<file path="src/hw/rtl/touch_frame_to_mt_events_defines.svh">
// assertion macros for the touch frame to multitouch event block
// used by the top level; expects clk_i and rst_ni in scope
`ifndef TOUCH_FRAME_TO_MT_EVENTS_DEFINES_SVH
`define TOUCH_FRAME_TO_MT_EVENTS_DEFINES_SVH

// property that must hold at every edge outside reset
`define TFMT_ASSERT(lbl, prop, msg) \
  lbl: assert property (@(posedge clk_i) disable iff (!rst_ni) (prop)) else $error(msg);

// condition in one cycle implies a consequence in the next
`define TFMT_ASSERT_NEXT(lbl, ante, cons, msg) \
  lbl: assert property (@(posedge clk_i) disable iff (!rst_ni) (ante) |=> (cons)) \
    else $error(msg);

`endif

</file>
<file path="src/hw/rtl/tfmt_pkg.sv">
// shared types and constants of the touch frame to multitouch event block
// no dependencies
`timescale 1ns / 1ps

package tfmt_pkg;

  typedef enum logic [2:0] {
    EV_SLOT       = 3'd0,
    EV_TRACK_ID   = 3'd1,
    EV_PRESSURE   = 3'd2,
    EV_POS_X      = 3'd3,
    EV_POS_Y      = 3'd4,
    EV_TOUCH_KEY  = 3'd5,
    EV_TOOL_KEY   = 3'd6,
    EV_SYNC       = 3'd7
  } event_kind_e;

  // positions in the pending event mask, in emission order
  localparam int unsigned NumEvBits   = 9;
  localparam int unsigned SlotBit     = 0;
  localparam int unsigned TrackBit    = 1;
  localparam int unsigned PressBit    = 2;
  localparam int unsigned PosXBit     = 3;
  localparam int unsigned PosYBit     = 4;
  localparam int unsigned TouchBit    = 5;
  localparam int unsigned ToolABit    = 6;
  localparam int unsigned ToolBBit    = 7;
  localparam int unsigned SyncBit     = 8;

  localparam logic [15:0] NO_CONTACT    = 16'hFFFF;
  localparam logic [16:0] TRACK_NONE    = 17'h1FFFF;
  localparam logic [16:0] FULL_PRESSURE = 17'd255;
  localparam logic [2:0]  MAX_FINGERS   = 3'd5;

  // events of one item, worked out at once and emitted one per cycle while the output is ready
  typedef struct packed {
    logic [NumEvBits-1:0] mask;
    logic [3:0]           slot;
    logic [15:0]          track_id;
    logic                 contact;
    logic signed [15:0]   pos_x;
    logic signed [15:0]   pos_y;
    logic                 touch_on;
    logic [2:0]           tool_a_fingers;
    logic                 tool_a_on;
    logic [2:0]           tool_b_fingers;
    logic                 tool_b_on;
  } plan_t;

endpackage

</file>
<file path="src/hw/rtl/tfmt_in_if.sv">
// input channel of the touch frame to multitouch event block: one touch point per item
// no dependencies
`timescale 1ns / 1ps

interface tfmt_in_if;
  logic               valid;
  logic               ready;
  logic [3:0]         touch_index;
  logic signed [15:0] pos_x;
  logic signed [15:0] pos_y;
  logic               frame_end;

  modport source (output valid, touch_index, pos_x, pos_y, frame_end, input ready);
  modport sink   (input valid, touch_index, pos_x, pos_y, frame_end, output ready);
endinterface

</file>
<file path="src/hw/rtl/tfmt_out_if.sv">
// output channel of the touch frame to multitouch event block: one event per item
// no dependencies
`timescale 1ns / 1ps

interface tfmt_out_if;
  logic               valid;
  logic               ready;
  logic [2:0]         event_kind;
  logic signed [16:0] event_value;
  logic [2:0]         tool_fingers;
  logic               last_event;

  modport source (output valid, event_kind, event_value, tool_fingers, last_event,
                  input ready);
  modport sink   (input valid, event_kind, event_value, tool_fingers, last_event,
                  output ready);
endinterface

</file>
<file path="src/hw/rtl/tfmt_emit.sv">
// event serializer: holds the pending events of one item and sends one per cycle while the output is ready
// depends on tfmt_pkg and tfmt_out_if
`timescale 1ns / 1ps

module tfmt_emit import tfmt_pkg::*; (
  input  logic              clk_i,
  input  logic              rst_ni,
  input  logic              plan_valid_i,
  input  plan_t             plan_i,
  output logic              plan_ready_o,
  tfmt_out_if.source        events_o
);

  plan_t                ev_q, ev_d;
  logic [NumEvBits-1:0] low, mask_after;
  logic                 out_free, pop, load;

  logic                 out_valid_q, out_valid_d;
  event_kind_e          kind_q, kind_d;
  logic signed [16:0]   value_q, value_d;
  logic [2:0]           fingers_q, fingers_d;
  logic                 last_q;

  assign out_free     = !out_valid_q || events_o.ready;
  assign pop          = (ev_q.mask != '0) && out_free;
  assign low          = ev_q.mask & (~ev_q.mask + NumEvBits'(1));
  assign mask_after   = pop ? (ev_q.mask & ~low) : ev_q.mask;
  assign plan_ready_o = (mask_after == '0);
  assign load         = plan_valid_i && plan_ready_o;

  always_comb begin
    ev_d      = ev_q;
    ev_d.mask = mask_after;
    if (load) begin
      ev_d = plan_i;
    end
  end

  // lowest pending event goes first
  always_comb begin
    kind_d    = EV_SYNC;
    value_d   = '0;
    fingers_d = '0;
    if (ev_q.mask[SlotBit]) begin
      kind_d  = EV_SLOT;
      value_d = {13'b0, ev_q.slot};
    end else if (ev_q.mask[TrackBit]) begin
      kind_d  = EV_TRACK_ID;
      value_d = ev_q.contact ? {1'b0, ev_q.track_id} : TRACK_NONE;
    end else if (ev_q.mask[PressBit]) begin
      kind_d  = EV_PRESSURE;
      value_d = ev_q.contact ? FULL_PRESSURE : '0;
    end else if (ev_q.mask[PosXBit]) begin
      kind_d  = EV_POS_X;
      value_d = {ev_q.pos_x[15], ev_q.pos_x};
    end else if (ev_q.mask[PosYBit]) begin
      kind_d  = EV_POS_Y;
      value_d = {ev_q.pos_y[15], ev_q.pos_y};
    end else if (ev_q.mask[TouchBit]) begin
      kind_d  = EV_TOUCH_KEY;
      value_d = {16'b0, ev_q.touch_on};
    end else if (ev_q.mask[ToolABit]) begin
      kind_d    = EV_TOOL_KEY;
      value_d   = {16'b0, ev_q.tool_a_on};
      fingers_d = ev_q.tool_a_fingers;
    end else if (ev_q.mask[ToolBBit]) begin
      kind_d    = EV_TOOL_KEY;
      value_d   = {16'b0, ev_q.tool_b_on};
      fingers_d = ev_q.tool_b_fingers;
    end
  end

  always_comb begin
    out_valid_d = out_valid_q;
    if (pop) begin
      out_valid_d = 1'b1;
    end else if (events_o.ready) begin
      out_valid_d = 1'b0;
    end
  end

  always_ff @(posedge clk_i or negedge rst_ni) begin
    if (!rst_ni) begin
      ev_q        <= '0;
      out_valid_q <= 1'b0;
    end else begin
      ev_q        <= ev_d;
      out_valid_q <= out_valid_d;
    end
  end

  always_ff @(posedge clk_i) begin
    if (pop) begin
      kind_q    <= kind_d;
      value_q   <= value_d;
      fingers_q <= fingers_d;
      last_q    <= (mask_after == '0);
    end
  end

  assign events_o.valid        = out_valid_q;
  assign events_o.event_kind   = kind_q;
  assign events_o.event_value  = value_q;
  assign events_o.tool_fingers = fingers_q;
  assign events_o.last_event   = last_q;

endmodule

</file>
<file path="src/hw/rtl/touch_frame_to_mt_events.sv">
// top level: multitouch slot-b event generator over a per-point position memory
// depends on tfmt_pkg, tfmt_in_if, tfmt_out_if, tfmt_emit and the defines header
`timescale 1ns / 1ps
// path: the first event of an item passes the read stage, the serializer's pending register and its output register
// throughput: one event per cycle while the output is ready, set by the single output register
//   of the event serializer; an item (up to 8 events) holds the pipe until its last event is sent
// reset: all points read as no contact through per-entry valid bits, tracking id 0,
//   no slot selected, contact counts 0; no clearing pass, items accepted right away

`include "touch_frame_to_mt_events_defines.svh"

module touch_frame_to_mt_events import tfmt_pkg::*; #(
  parameter int unsigned TOUCH_POINTS = 10
) (
  input  logic       clk_i,
  input  logic       rst_ni,
  tfmt_in_if.sink    touch_i,
  tfmt_out_if.source events_o
);

  localparam int unsigned IdxW = (TOUCH_POINTS > 1) ? $clog2(TOUCH_POINTS) : 1;
  localparam int unsigned CntW = $clog2(TOUCH_POINTS + 1);

  // ---------------------------------------------------------------
  // position memory: {x, y} per point, one write and one read port
  // ---------------------------------------------------------------
  logic [31:0]             mem_q [TOUCH_POINTS];
  logic [TOUCH_POINTS-1:0] valid_q;
  logic [IdxW-1:0]         rd_addr, wr_addr;
  logic [31:0]             wr_data;
  logic                    wr_en;
  logic                    accept;

  // read stage registers: item plus the memory word fetched for it
  logic                    s1_valid_q;
  logic [3:0]              s1_idx_q;
  logic                    s1_in_range_q;
  logic [15:0]             s1_x_q, s1_y_q;
  logic                    s1_fe_q;
  logic [31:0]             rd_data_q;
  logic                    rd_valid_q;
  logic                    fwd_q;
  logic [31:0]             fwd_data_q;
  logic                    s1_take;

  // architectural state
  logic [15:0]             tid_q, tid_d;
  logic [4:0]              sel_q, sel_d;
  logic [CntW-1:0]         cnt_q, cnt_d;
  logic [CntW-1:0]         prev_q, prev_d;

  // plan handoff to the serializer
  plan_t                   plan;
  logic                    plan_ready;

  assign accept        = touch_i.valid && touch_i.ready;
  assign touch_i.ready = !s1_valid_q || s1_take;
  assign s1_take       = s1_valid_q && plan_ready;
  assign rd_addr       = touch_i.touch_index[IdxW-1:0];

  assign wr_en   = s1_take && s1_in_range_q;
  assign wr_addr = s1_idx_q[IdxW-1:0];
  assign wr_data = {s1_x_q, s1_y_q};

  always_ff @(posedge clk_i) begin
    if (wr_en) begin
      mem_q[wr_addr] <= wr_data;
    end
  end

  // registered read; a write in the same edge to the same point is forwarded
  always_ff @(posedge clk_i) begin
    if (accept) begin
      rd_data_q     <= mem_q[rd_addr];
      rd_valid_q    <= valid_q[rd_addr];
      fwd_q         <= wr_en && (wr_addr == rd_addr);
      fwd_data_q    <= wr_data;
      s1_idx_q      <= touch_i.touch_index;
      s1_in_range_q <= ({1'b0, touch_i.touch_index} < 5'(TOUCH_POINTS));
      s1_x_q        <= touch_i.pos_x;
      s1_y_q        <= touch_i.pos_y;
      s1_fe_q       <= touch_i.frame_end;
    end
  end

  // ---------------------------------------------------------------
  // point compare against the stored frame
  // ---------------------------------------------------------------
  logic [31:0]     old_word;
  logic [15:0]     px, py;
  logic            dx, dy, old_abs, new_abs;
  logic            pt_change, contact, release_pt, slot_ev;

  always_comb begin
    if (fwd_q) begin
      old_word = fwd_data_q;
    end else if (rd_valid_q) begin
      old_word = rd_data_q;
    end else begin
      old_word = {NO_CONTACT, NO_CONTACT};
    end
  end

  assign px         = old_word[31:16];
  assign py         = old_word[15:0];
  assign dx         = (s1_x_q != px);
  assign dy         = (s1_y_q != py);
  // only all ones in either coordinate means no contact
  assign old_abs    = (px == NO_CONTACT) || (py == NO_CONTACT);
  assign new_abs    = (s1_x_q == NO_CONTACT) || (s1_y_q == NO_CONTACT);
  assign pt_change  = s1_in_range_q && (dx || dy);
  // absent to anything else is a new contact, even absent to another absent value
  assign contact    = pt_change && old_abs;
  assign release_pt = pt_change && !old_abs && new_abs;
  // every point event selects the same slot, so at most one select per item
  assign slot_ev    = pt_change && (sel_q != {1'b0, s1_idx_q});

  // running contact count replaces a sweep over all stored points
  assign cnt_d = cnt_q - CntW'(s1_in_range_q && !old_abs) + CntW'(s1_in_range_q && !new_abs);

  // ---------------------------------------------------------------
  // frame end: touch key, tool keys and sync
  // ---------------------------------------------------------------
  logic       tc_nz, pc_nz, tc_le5, pc_le5, t_hit, p_hit, tool_en, tc_lt_pc;
  logic [2:0] tc3, pc3, fa, fb;

  assign tc_nz    = (cnt_d != '0);
  assign pc_nz    = (prev_q != '0);
  assign tc_le5   = (32'(cnt_d) <= 32'(MAX_FINGERS));
  assign pc_le5   = (32'(prev_q) <= 32'(MAX_FINGERS));
  assign tc3      = 3'(cnt_d);
  assign pc3      = 3'(prev_q);
  assign t_hit    = tc_nz && tc_le5;
  assign p_hit    = pc_nz && pc_le5;
  // tool keys only when the count moved and lands on five fingers or fewer
  assign tool_en  = s1_fe_q && (cnt_d != prev_q) && tc_le5;
  assign tc_lt_pc = (32'(cnt_d) < 32'(prev_q));
  // lower finger count goes first
  assign fa       = (t_hit && p_hit) ? (tc_lt_pc ? tc3 : pc3) : (t_hit ? tc3 : pc3);
  assign fb       = tc_lt_pc ? pc3 : tc3;

  always_comb begin
    plan                  = '0;
    plan.mask[SlotBit]    = slot_ev;
    plan.mask[TrackBit]   = contact || release_pt;
    plan.mask[PressBit]   = contact || release_pt;
    plan.mask[PosXBit]    = s1_in_range_q && dx && !release_pt;
    plan.mask[PosYBit]    = s1_in_range_q && dy && !release_pt;
    plan.mask[TouchBit]   = s1_fe_q && (tc_nz != pc_nz);
    plan.mask[ToolABit]   = tool_en && (t_hit || p_hit);
    plan.mask[ToolBBit]   = tool_en && t_hit && p_hit;
    plan.mask[SyncBit]    = s1_fe_q;
    plan.slot             = s1_idx_q;
    plan.track_id         = tid_q;
    plan.contact          = contact;
    plan.pos_x            = s1_x_q;
    plan.pos_y            = s1_y_q;
    plan.touch_on         = tc_nz;
    plan.tool_a_fingers   = fa;
    plan.tool_a_on        = (fa == tc3);
    plan.tool_b_fingers   = fb;
    plan.tool_b_on        = (fb == tc3);
  end

  // state commits in item order when the plan moves to the serializer
  always_comb begin
    tid_d  = tid_q + 16'(contact);
    sel_d  = pt_change ? {1'b0, s1_idx_q} : sel_q;
    prev_d = s1_fe_q ? cnt_d : prev_q;
  end

  always_ff @(posedge clk_i or negedge rst_ni) begin
    if (!rst_ni) begin
      s1_valid_q <= 1'b0;
      valid_q    <= '0;
      tid_q      <= '0;
      sel_q      <= '1;
      cnt_q      <= '0;
      prev_q     <= '0;
    end else begin
      if (accept) begin
        s1_valid_q <= 1'b1;
      end else if (s1_take) begin
        s1_valid_q <= 1'b0;
      end
      if (wr_en) begin
        valid_q[wr_addr] <= 1'b1;
      end
      if (s1_take) begin
        tid_q  <= tid_d;
        sel_q  <= sel_d;
        cnt_q  <= cnt_d;
        prev_q <= prev_d;
      end
    end
  end

  tfmt_emit u_emit (
    .clk_i        (clk_i),
    .rst_ni       (rst_ni),
    .plan_valid_i (s1_valid_q),
    .plan_i       (plan),
    .plan_ready_o (plan_ready),
    .events_o     (events_o)
  );

  `TFMT_ASSERT_NEXT(a_s1_hold, s1_valid_q && !s1_take, s1_valid_q, "read stage item lost")
  `TFMT_ASSERT_NEXT(a_tid_step, s1_take && contact, tid_q == $past(tid_q) + 16'd1,
                    "tracking id did not advance on contact")
  `TFMT_ASSERT_NEXT(a_sel_follow, s1_take && slot_ev, sel_q == {1'b0, $past(s1_idx_q)},
                    "selected slot not updated")
  `TFMT_ASSERT(a_cnt_bound, 32'(cnt_q) <= TOUCH_POINTS, "contact count above point count")

endmodule
</file>
<file path="src/flat_wrapper.sv">
// flat-port wrapper written by rule: the top's interface ports become plain ports
module touch_frame_to_mt_events_flat import tfmt_pkg::*;
#(
  parameter int unsigned TOUCH_POINTS = 10
)
  (clk_i, rst_ni, touch_i_valid, touch_i_touch_index, touch_i_pos_x, touch_i_pos_y, touch_i_frame_end, touch_i_ready, events_o_valid, events_o_event_kind, events_o_event_value, events_o_tool_fingers, events_o_last_event, events_o_ready);
  tfmt_in_if touch_i_i ();
  tfmt_out_if events_o_i ();
  input  logic clk_i;
  input  logic rst_ni;
  input wire logic [$bits(touch_i_i.valid)-1:0] touch_i_valid;
  input wire logic [$bits(touch_i_i.touch_index)-1:0] touch_i_touch_index;
  input wire logic [$bits(touch_i_i.pos_x)-1:0] touch_i_pos_x;
  input wire logic [$bits(touch_i_i.pos_y)-1:0] touch_i_pos_y;
  input wire logic [$bits(touch_i_i.frame_end)-1:0] touch_i_frame_end;
  output wire logic [$bits(touch_i_i.ready)-1:0] touch_i_ready;
  output wire logic [$bits(events_o_i.valid)-1:0] events_o_valid;
  output wire logic [$bits(events_o_i.event_kind)-1:0] events_o_event_kind;
  output wire logic [$bits(events_o_i.event_value)-1:0] events_o_event_value;
  output wire logic [$bits(events_o_i.tool_fingers)-1:0] events_o_tool_fingers;
  output wire logic [$bits(events_o_i.last_event)-1:0] events_o_last_event;
  input wire logic [$bits(events_o_i.ready)-1:0] events_o_ready;
  assign touch_i_i.valid = touch_i_valid;
  assign touch_i_i.touch_index = touch_i_touch_index;
  assign touch_i_i.pos_x = touch_i_pos_x;
  assign touch_i_i.pos_y = touch_i_pos_y;
  assign touch_i_i.frame_end = touch_i_frame_end;
  assign touch_i_ready = touch_i_i.ready;
  assign events_o_valid = events_o_i.valid;
  assign events_o_event_kind = events_o_i.event_kind;
  assign events_o_event_value = events_o_i.event_value;
  assign events_o_tool_fingers = events_o_i.tool_fingers;
  assign events_o_last_event = events_o_i.last_event;
  assign events_o_i.ready = events_o_ready;
  touch_frame_to_mt_events #(.TOUCH_POINTS(TOUCH_POINTS)) u_core (.clk_i(clk_i), .rst_ni(rst_ni), .touch_i(touch_i_i), .events_o(events_o_i));
endmodule
</file>
<file path="config.mk">
export PLATFORM = sky130hd
export DESIGN_NAME = touch_frame_to_mt_events_flat
export DESIGN_NICKNAME = d
export VERILOG_FILES = /design/src/hw/rtl/tfmt_pkg.sv /design/src/hw/rtl/tfmt_in_if.sv /design/src/hw/rtl/tfmt_out_if.sv /design/src/hw/rtl/tfmt_emit.sv /design/src/hw/rtl/touch_frame_to_mt_events.sv /design/src/flat_wrapper.sv
export VERILOG_INCLUDE_DIRS = /design/src /design/src/hw/rtl
export SDC_FILE = /design/constraint.sdc
export NUM_CORES = 1
export LEC_CHECK = 0
export BUFFER_PORTS_ARGS = -buffer_cell sky130_fd_sc_hd__buf_2
export CORE_MARGIN = 3
export CORE_UTILIZATION = 29
export DETAILED_ROUTE_END_ITERATION = 12
export PLACE_DENSITY = 0.41
export SETUP_SLACK_MARGIN = 0.1
export SLEW_MARGIN = 30
export SYNTH_ARGS = -nofsm -noshare
export SYNTH_HDL_FRONTEND = slang
export SYNTH_SLANG_ARGS = --single-unit
</file>
<file path="constraint.sdc">
create_clock -name clk_i -period 6.36 [get_ports clk_i]
set_input_delay 1.272 -clock clk_i [delete_from_list [all_inputs] [get_ports clk_i]]
set_output_delay 1.272 -clock clk_i [all_outputs]
set_load 0.02 [all_outputs]
</file>
Word level (Yosys, flattened, before mapping)
Memories as Yosys holds them, arrays and structs flattened. A register that Yosys moved wholly into a read port is not among the register bits.
Index checks and enable logic that the tools add are counted.

storage, ports and cells
  word-level logic and storage cells = 148
  register bits after elaboration = 208
  memories = 1
  RAM bits = 320

operators by class
  multiplexer cells = 37
  order comparisons = 7
  add/sub/neg operators = 4
  equal/unequal tests = 12
  bitwise logic cells = 5
  reductions and logical operators = 49

memories
  memory        depth  bits a word  rd ports  clocked after memory_dff  write ports  line                            source
  u_core.mem_q  10     32           1         1                         1            touch_frame_to_mt_events.sv:27  logic [31:0] mem_q [TOUCH_POINTS];

operators by type and width
  operator              count
  $mux 17               5
  $mux 71               1
  $eq 16x16->1 const B  4
  $mux 32               2
  $ne 16x16->1          2
  $logic_and 1x1->1     26
  $and 9x9->9           2
  $mux 3                6
  $not 9->9             2
  $add 16x1->16         1
  $mux 1                14
  $lt 4x5->1 const B    2
  $or 10x10->10         1
  $add 9x1->9 const B   1
  $logic_not 9->1       1
  $mux 9                1
  $reduce_bool 9->1     1
  $le 4x3->1 const B    2
  $mux 2                4
  $mux 8                1
  $reduce_bool 4->1     2
  $logic_or 1x1->1      7
  $eq 3x3->1            2
  $reduce_or 6->1       1
  17 further kinds      23

Depth between registers and ports, before layout
  depth in word-level cells = 14
  depth in mapped cells = 21
  depth with buffers taken out = 19

Modules after synthesis
A second synthesis with hierarchy kept.

unflattened totals
  cell total of the unflattened synthesis = 1454
  area total of the unflattened synthesis = 23507.5 µm²

modules (own cells, without submodules)
  module                    cells an instance  area each (µm²)  instances
  touch_frame_to_mt_events  1133               19088.3          1
  tfmt_emit                 321                4419.2           1

Worst setup path after synthesis
No wires, ideal clock.

  path kind = input-to-reg
  from = input port events_o_ready
  to = register u_core.fwd_data_q[0], enable pin
  arrival = 5.030 ns
  stages on the path = 8
  required time = 5.886 ns
  slack = 0.855 ns
  path buffers = 1
  cells stage by stage = nor2b_1 clkbuf_1 nand2b_1 a211o_1 and2_1 nor3_1 nand2b_1 and2_1

between the ends
  cells in the longest elaborated chain, start to end = 7

RTL lines
  element                line                            source
  start, declared        flat_wrapper.sv:22              input wire logic [$bits(events_o_i.ready)-1:0] events_o_ready;
  $logic_or 1x1->1       tfmt_emit.sv:24                 assign out_free = !out_valid_q || events_o.ready;
  $logic_and 1x1->1      tfmt_emit.sv:25                 assign pop = (ev_q.mask != '0) && out_free;
  $mux 9                 tfmt_emit.sv:27                 assign mask_after = pop ? (ev_q.mask & ~low) : ev_q.mask;
  $logic_not 9->1        tfmt_emit.sv:28                 assign plan_ready_o = (mask_after == '0);
  via u_core.plan_ready  touch_frame_to_mt_events.sv:54  logic plan_ready;
  $logic_and 1x1->1      touch_frame_to_mt_events.sv:58  assign s1_take = s1_valid_q && plan_ready;
  $logic_or 1x1->1       touch_frame_to_mt_events.sv:57  assign touch_i.ready = !s1_valid_q || s1_take;
  via touch_i_ready      flat_wrapper.sv:16              output wire logic [$bits(touch_i_i.ready)-1:0] touch_i_ready;
  $logic_and 1x1->1      touch_frame_to_mt_events.sv:56  assign accept = touch_i.valid && touch_i.ready;
  via u_core.accept      touch_frame_to_mt_events.sv:32  logic accept;
  end signal, assigned   touch_frame_to_mt_events.sv:77  fwd_data_q <= wr_data;
  end, declared          touch_frame_to_mt_events.sv:43  logic [31:0] fwd_data_q;

The timed path passes the listed nets, and every way through them passes these cells.
A chain may end at the register's enable or synchronous reset.

Final worst setup path
  from = register u_core.fwd_q
  to = register u_core.u_emit.ev_q[5] (netlist name)

between the ends
  cells in the longest elaborated chain, start to end = 11

RTL lines
  element                                                 line                                                              source
  start, declared                                         touch_frame_to_mt_events.sv:42                                    logic fwd_q;
  start signal, assigned                                  touch_frame_to_mt_events.sv:76                                    fwd_q <= wr_en && (wr_addr == rd_addr);
  $mux 32 *                                               touch_frame_to_mt_events.sv:95                                    if (fwd_q) begin
  $eq 16x16->1                                            touch_frame_to_mt_events.sv:109                                   assign old_abs = (px == NO_CONTACT) || (py == NO_CONTACT);
  $logic_or 1x1->1 *                                      touch_frame_to_mt_events.sv:109
  $logic_not 1->1 *                                       touch_frame_to_mt_events.sv:119                                   assign cnt_d = cnt_q - CntW'(s1_in_range_q && !old_abs) + CntW'(s1_in_range_q && !new_abs);
  $logic_and 1x1->1 *                                     touch_frame_to_mt_events.sv:119
  $sub 4x1->4 *                                           touch_frame_to_mt_events.sv:119
  $add 4x1->4 *                                           touch_frame_to_mt_events.sv:119
  via u_core.cnt_d[2]                                     touch_frame_to_mt_events.sv:49                                    logic [CntW-1:0] cnt_q, cnt_d;
  $le 4x3->1 / $reduce_bool 4->1 (equally long branches)  touch_frame_to_mt_events.sv:129, touch_frame_to_mt_events.sv:127
  $logic_and 1x1->1                                       touch_frame_to_mt_events.sv:133                                   assign t_hit = tc_nz && tc_le5;
  $mux 3 / $logic_and 1x1->1 (equally long branches)      touch_frame_to_mt_events.sv:139                                   assign fa = (t_hit && p_hit) ? (tc_lt_pc ? tc3 : pc3) : (t_hit ? tc3 : pc3);
  $mux 3 *                                                touch_frame_to_mt_events.sv:139
  end signal, assigned                                    tfmt_emit.sv:87                                                   ev_q <= ev_d;
  end, declared                                           tfmt_emit.sv:14                                                   plan_t ev_q, ev_d;

The timed path passes the listed nets; every way through them passes the cells marked *.

==> metrics.log <==
INFO  metric hold_viol_final = 0
INFO  metric clock_edge_transition_at_the_registers_on_the_reported_setup_and_hold_paths = approximately 0.06 ns
INFO  metric net_total_in_the_final_layout = approximately 1700
INFO  metric dieArea = between 80000 and 90000 um2
INFO  metric synth_nets = ~1600
INFO  metric vias_in_the_first_global_route = around 14000
INFO  metric max_cap_viol_count = 0
INFO  metric tritoncts = built
INFO  metric transition_time_at_the_pin_with_the_least_slew_margin = about 1.1 ns
INFO  metric async_flop_share = about a fifth
INFO  metric ir_worst_vdd = approximately 0.00019 V
INFO  metric pre_cts_slack = roughly 0.66 ns
INFO  metric netlist_area = about 23000 um2
INFO  metric yosysWarningCount = 0
INFO  metric floorplan_die_width = ~290 um
INFO  metric syn-instance-count = about 1500
INFO  metric timing.final.crit_share = about nine tenths
INFO  metric grt_max_degree = 74
INFO  metric dpl.hpwl = roughly 37000 um
INFO  metric routed_wl = around 60000 um
INFO  metric post-route-cell-area = about 27000 um2
INFO  metric timing.setup.critical_path_class = reg2reg
INFO  metric netlist-cell-type-count = 68
INFO  metric endpoint_kind = flop
INFO  metric viasPerCell = roughly 4.9
INFO  metric place.port_buffers = 66
INFO  metric period_needed = around 5.6 ns
INFO  metric drt_drc_violations_left = 0
INFO  metric tritoncts.num_buffers = 66
INFO  metric cts.sink_count = 560
INFO  metric initial_utilization = between 20 and 30%
INFO  metric fp.coreArea = 78000 um2
INFO  metric cts_root_buf = clkbuf_16
INFO  metric grt_antenna_before_repair = 0
INFO  metric finalWorstSetupSlack = around 0.76 ns
INFO  metric grt-ovfl-total = 0
INFO  metric placementRows = 102
INFO  metric insertion_delay = around 0.61 ns
INFO  metric clock_tree.buffer_depth = 3
INFO  metric setup_tns = 0 ns
INFO  metric outcome = finished, final reports clean
INFO  metric cp_max_fo = 15
INFO  metric area_growth_syn_to_layout = 17.2%
INFO  metric cts.htree.levels = 3
INFO  metric timing.final.max_slew_violations = 0
INFO  metric post-cts-setup-buffer-count = 0
INFO  metric layout_commonest_cell = edfxtp_1
INFO  metric cts.hold.buffers_added = 0
INFO  metric unrepaired_setup_endpoints_after_global_routing = false
INFO  metric final-setup-viol-count = 0
INFO  metric fmax = 179 MHz
INFO  metric vias_after_detailed_routing = 13300
INFO  metric violation_count_after_the_first_detailed_route_iteration = 930
INFO  metric boundaryPins = 67
INFO  metric worst_clock_skew = 0.0272 ns
INFO  metric hold-worst-slack = between 0.4 and 0.5 ns
INFO  metric gr-usage-all-layers = 14.8%
INFO  metric grt_pass1_wl = 90500 um
INFO  metric die_y = around 290 um
INFO  metric cts_resized = 0
INFO  metric drt-wirelength-per-cell = approximately 22 um
INFO  metric drt_pass1_iterations = 5
INFO  metric post_synth.cell_area_avg = 15.0 um2
INFO  metric top_library_cells_by_usage_in_the_layout_fill_and_taps_aside = 448 x edfxtp_1, 177 x nand2_1, 107 x dfrtp_1, 66 x mux4_2, 66 x clkbuf_16
INFO  metric max-slew-margin-rel = a little over a quarter
INFO  metric synth-edff-count = 448
INFO  metric power.density = roughly 460 nW/um2
INFO  metric ys.flop_type = edfxtp_1
INFO  metric diodes = 0
INFO  metric place.gp.congestion = about 0.84
INFO  metric critPathRequiredTime = 6.82 ns
INFO  metric critical_path.startpoint_type = flop
INFO  metric antenna_violating_nets_post_route = 0
INFO  metric data_arrival_critical_path = between 6 and 7 ns
INFO  metric leakagePower = 9.52 nW
INFO  metric drive_above_1_share = a little under a fifth
INFO  metric ys_ff_latch = 560
INFO  metric hold_path_class = reg2reg
INFO  metric layout.core_utilization = around 35%
INFO  metric post_place_cell_area = 24800 um2
INFO  metric dp_cells = around 2600
INFO  metric fin_total_pwr = approximately 12 mW
INFO  metric ys_seq_area_share = 70.7%
INFO  metric layout.cells.non_filler = 2725
==> area by class of cell <==
type / instances / area, um2
well taps: 1040 / 1300
repair buffers: 116 / 767
flip-flops and latches: 560 / 16300
multi-input cells: 842 / 6320
clock buffers: 84 / 1750
fillers: 7533 / 51000
inverters: 49 / 184
clock inverters: 34 / 363
==> power by group <==
part           switching [mW]  total (mW)  internal, mW
sequential              0.515        5.42          4.90
clock                    1.51        3.72          2.20
combinational            2.12        3.16          1.04
total                    4.15        12.3          8.15
==> synthesized netlist by cell type, types with 6 or more instances <==
master / instances / share of area [%]
nor3_1: 19 / 0.41
buf_1: 12 / 0.20
a21oi_1: 60 / 1.3
nand2_1: 177 / 2.9
xnor2_1: 26 / 0.99
ha_1: 10 / 0.54
nand3_1: 10 / 0.22
o22ai_1: 28 / 0.76
o21bai_1: 10 / 0.33
mux4_2: 66 / 6.5
and2_1: 6 / 0.16
dfrtp_1: 107 / 12
a31oi_1: 6 / 0.16
mux2i_1: 35 / 1.5
nor2b_1: 52 / 1.4
clkbuf_1: 68 / 1.1
xor2_1: 15 / 0.57
a22oi_1: 14 / 0.46
nand2b_1: 13 / 0.35
o31ai_1: 8 / 0.26
a211oi_1: 40 / 1.3
o21ai_0: 52 / 1.1
inv_1: 48 / 0.78
mux2_2: 7 / 0.34
nor4_1: 13 / 0.35
nor2_1: 59 / 0.96
edfxtp_1: 448 / 58
nand4_1: 23 / 0.63
a221oi_1: 12 / 0.46
==> worst paths after layout <==
| path | from | endpoint | slack, ns | cells past startpoint |
|---|---|---|---|---|
| worst max register to register | u_core.fwd_q$_DFFE_PP_ | u_core.u_emit.ev_q[5]$_DFFE_PN0P_ | 0.76 | 19 |
| worst min register to register | u_core.u_emit.ev_q[45]$_DFFE_PN0P_ | u_core.u_emit.ev_q[45]$_DFFE_PN0P_ | 0.46 | 2 |
| min in group asynchronous | rst_ni | u_core.u_emit.ev_q[2]$_DFFE_PN0P_ | 0.64 | 1 |
| max in group asynchronous | rst_ni | u_core.u_emit.ev_q[32]$_DFFE_PN0P_ | 4.77 | 2 |
| worst min-delay path | u_core.u_emit.ev_q[45]$_DFFE_PN0P_ | u_core.u_emit.ev_q[45]$_DFFE_PN0P_ | 0.46 | 2 |
| worst max-delay path | u_core.fwd_q$_DFFE_PP_ | u_core.u_emit.ev_q[5]$_DFFE_PN0P_ | 0.76 | 19 |
==> metal layers <==
| metal | share of wire (%) | vias up | global-route usage, % | wire (um) |
|---|---|---|---|---|
| met4 | 2.5 | 0 | 4.62 | 1550 |
| li1 | - | 6079 | - | - |
| met2 | 48 | 294 | 24.5 | 29300 |
| met5 | 0 | - | 0 | 0 |
| met3 | 3.7 | 93 | 2.29 | 2280 |
| met1 | 46 | 6809 | 20.1 | 27900 |
==> registers in the layout, indices dropped and copies added, names as in the netlist, 3 cells and up <==
signal                               flops
u_core.valid_q                          10
u_core.s1_y_q                           16
u_core.cnt_q                             4
u_core.u_emit.ev_q                      71
u_core.sel_q                             5
u_core.mem_q                           320
u_core.u_emit.events_o.event_value      17
u_core.s1_x_q                           16
u_core.tid_q                            16
u_core.rd_data_q                        32
u_core.prev_q                            4
u_core.s1_idx_q                          4
u_core.fwd_data_q                       32
u_core.u_emit.events_o.tool_fingers      3
u_core.u_emit.events_o.event_kind        3
==> cells by family after synthesis <==
group / after synthesis / synth area share, %
buf+inv: 132 / 2.17
xor+xnor: 41 / 1.56
fa+ha+maj: 11 / 0.631
mux: 108 / 8.33
compound gates: 275 / 7.97
simple gates: 407 / 8.63
flops: 560 / 70.7
==> critical path: stages, from the launching register on <==
cell	delay [ns]
edfxtp_1	0.73
nand4_1	0.15
nor4_1	0.37
o22ai_1	0.15
a21o_1	0.21
o21ai_1	0.29
nor2_1	0.13
ha_1	0.30
inv_1	0.04
ha_1	0.22
fa_1	0.41
xnor2_1	0.36
clkinv_1	0.29
ha_1	0.36
nand2_1	0.08
o21ai_1	0.19
a221oi_1	0.59
nand2_1	0.21
a221oi_1	0.31
nor2_1	0.07
Power figures use the tool's default switching activity.
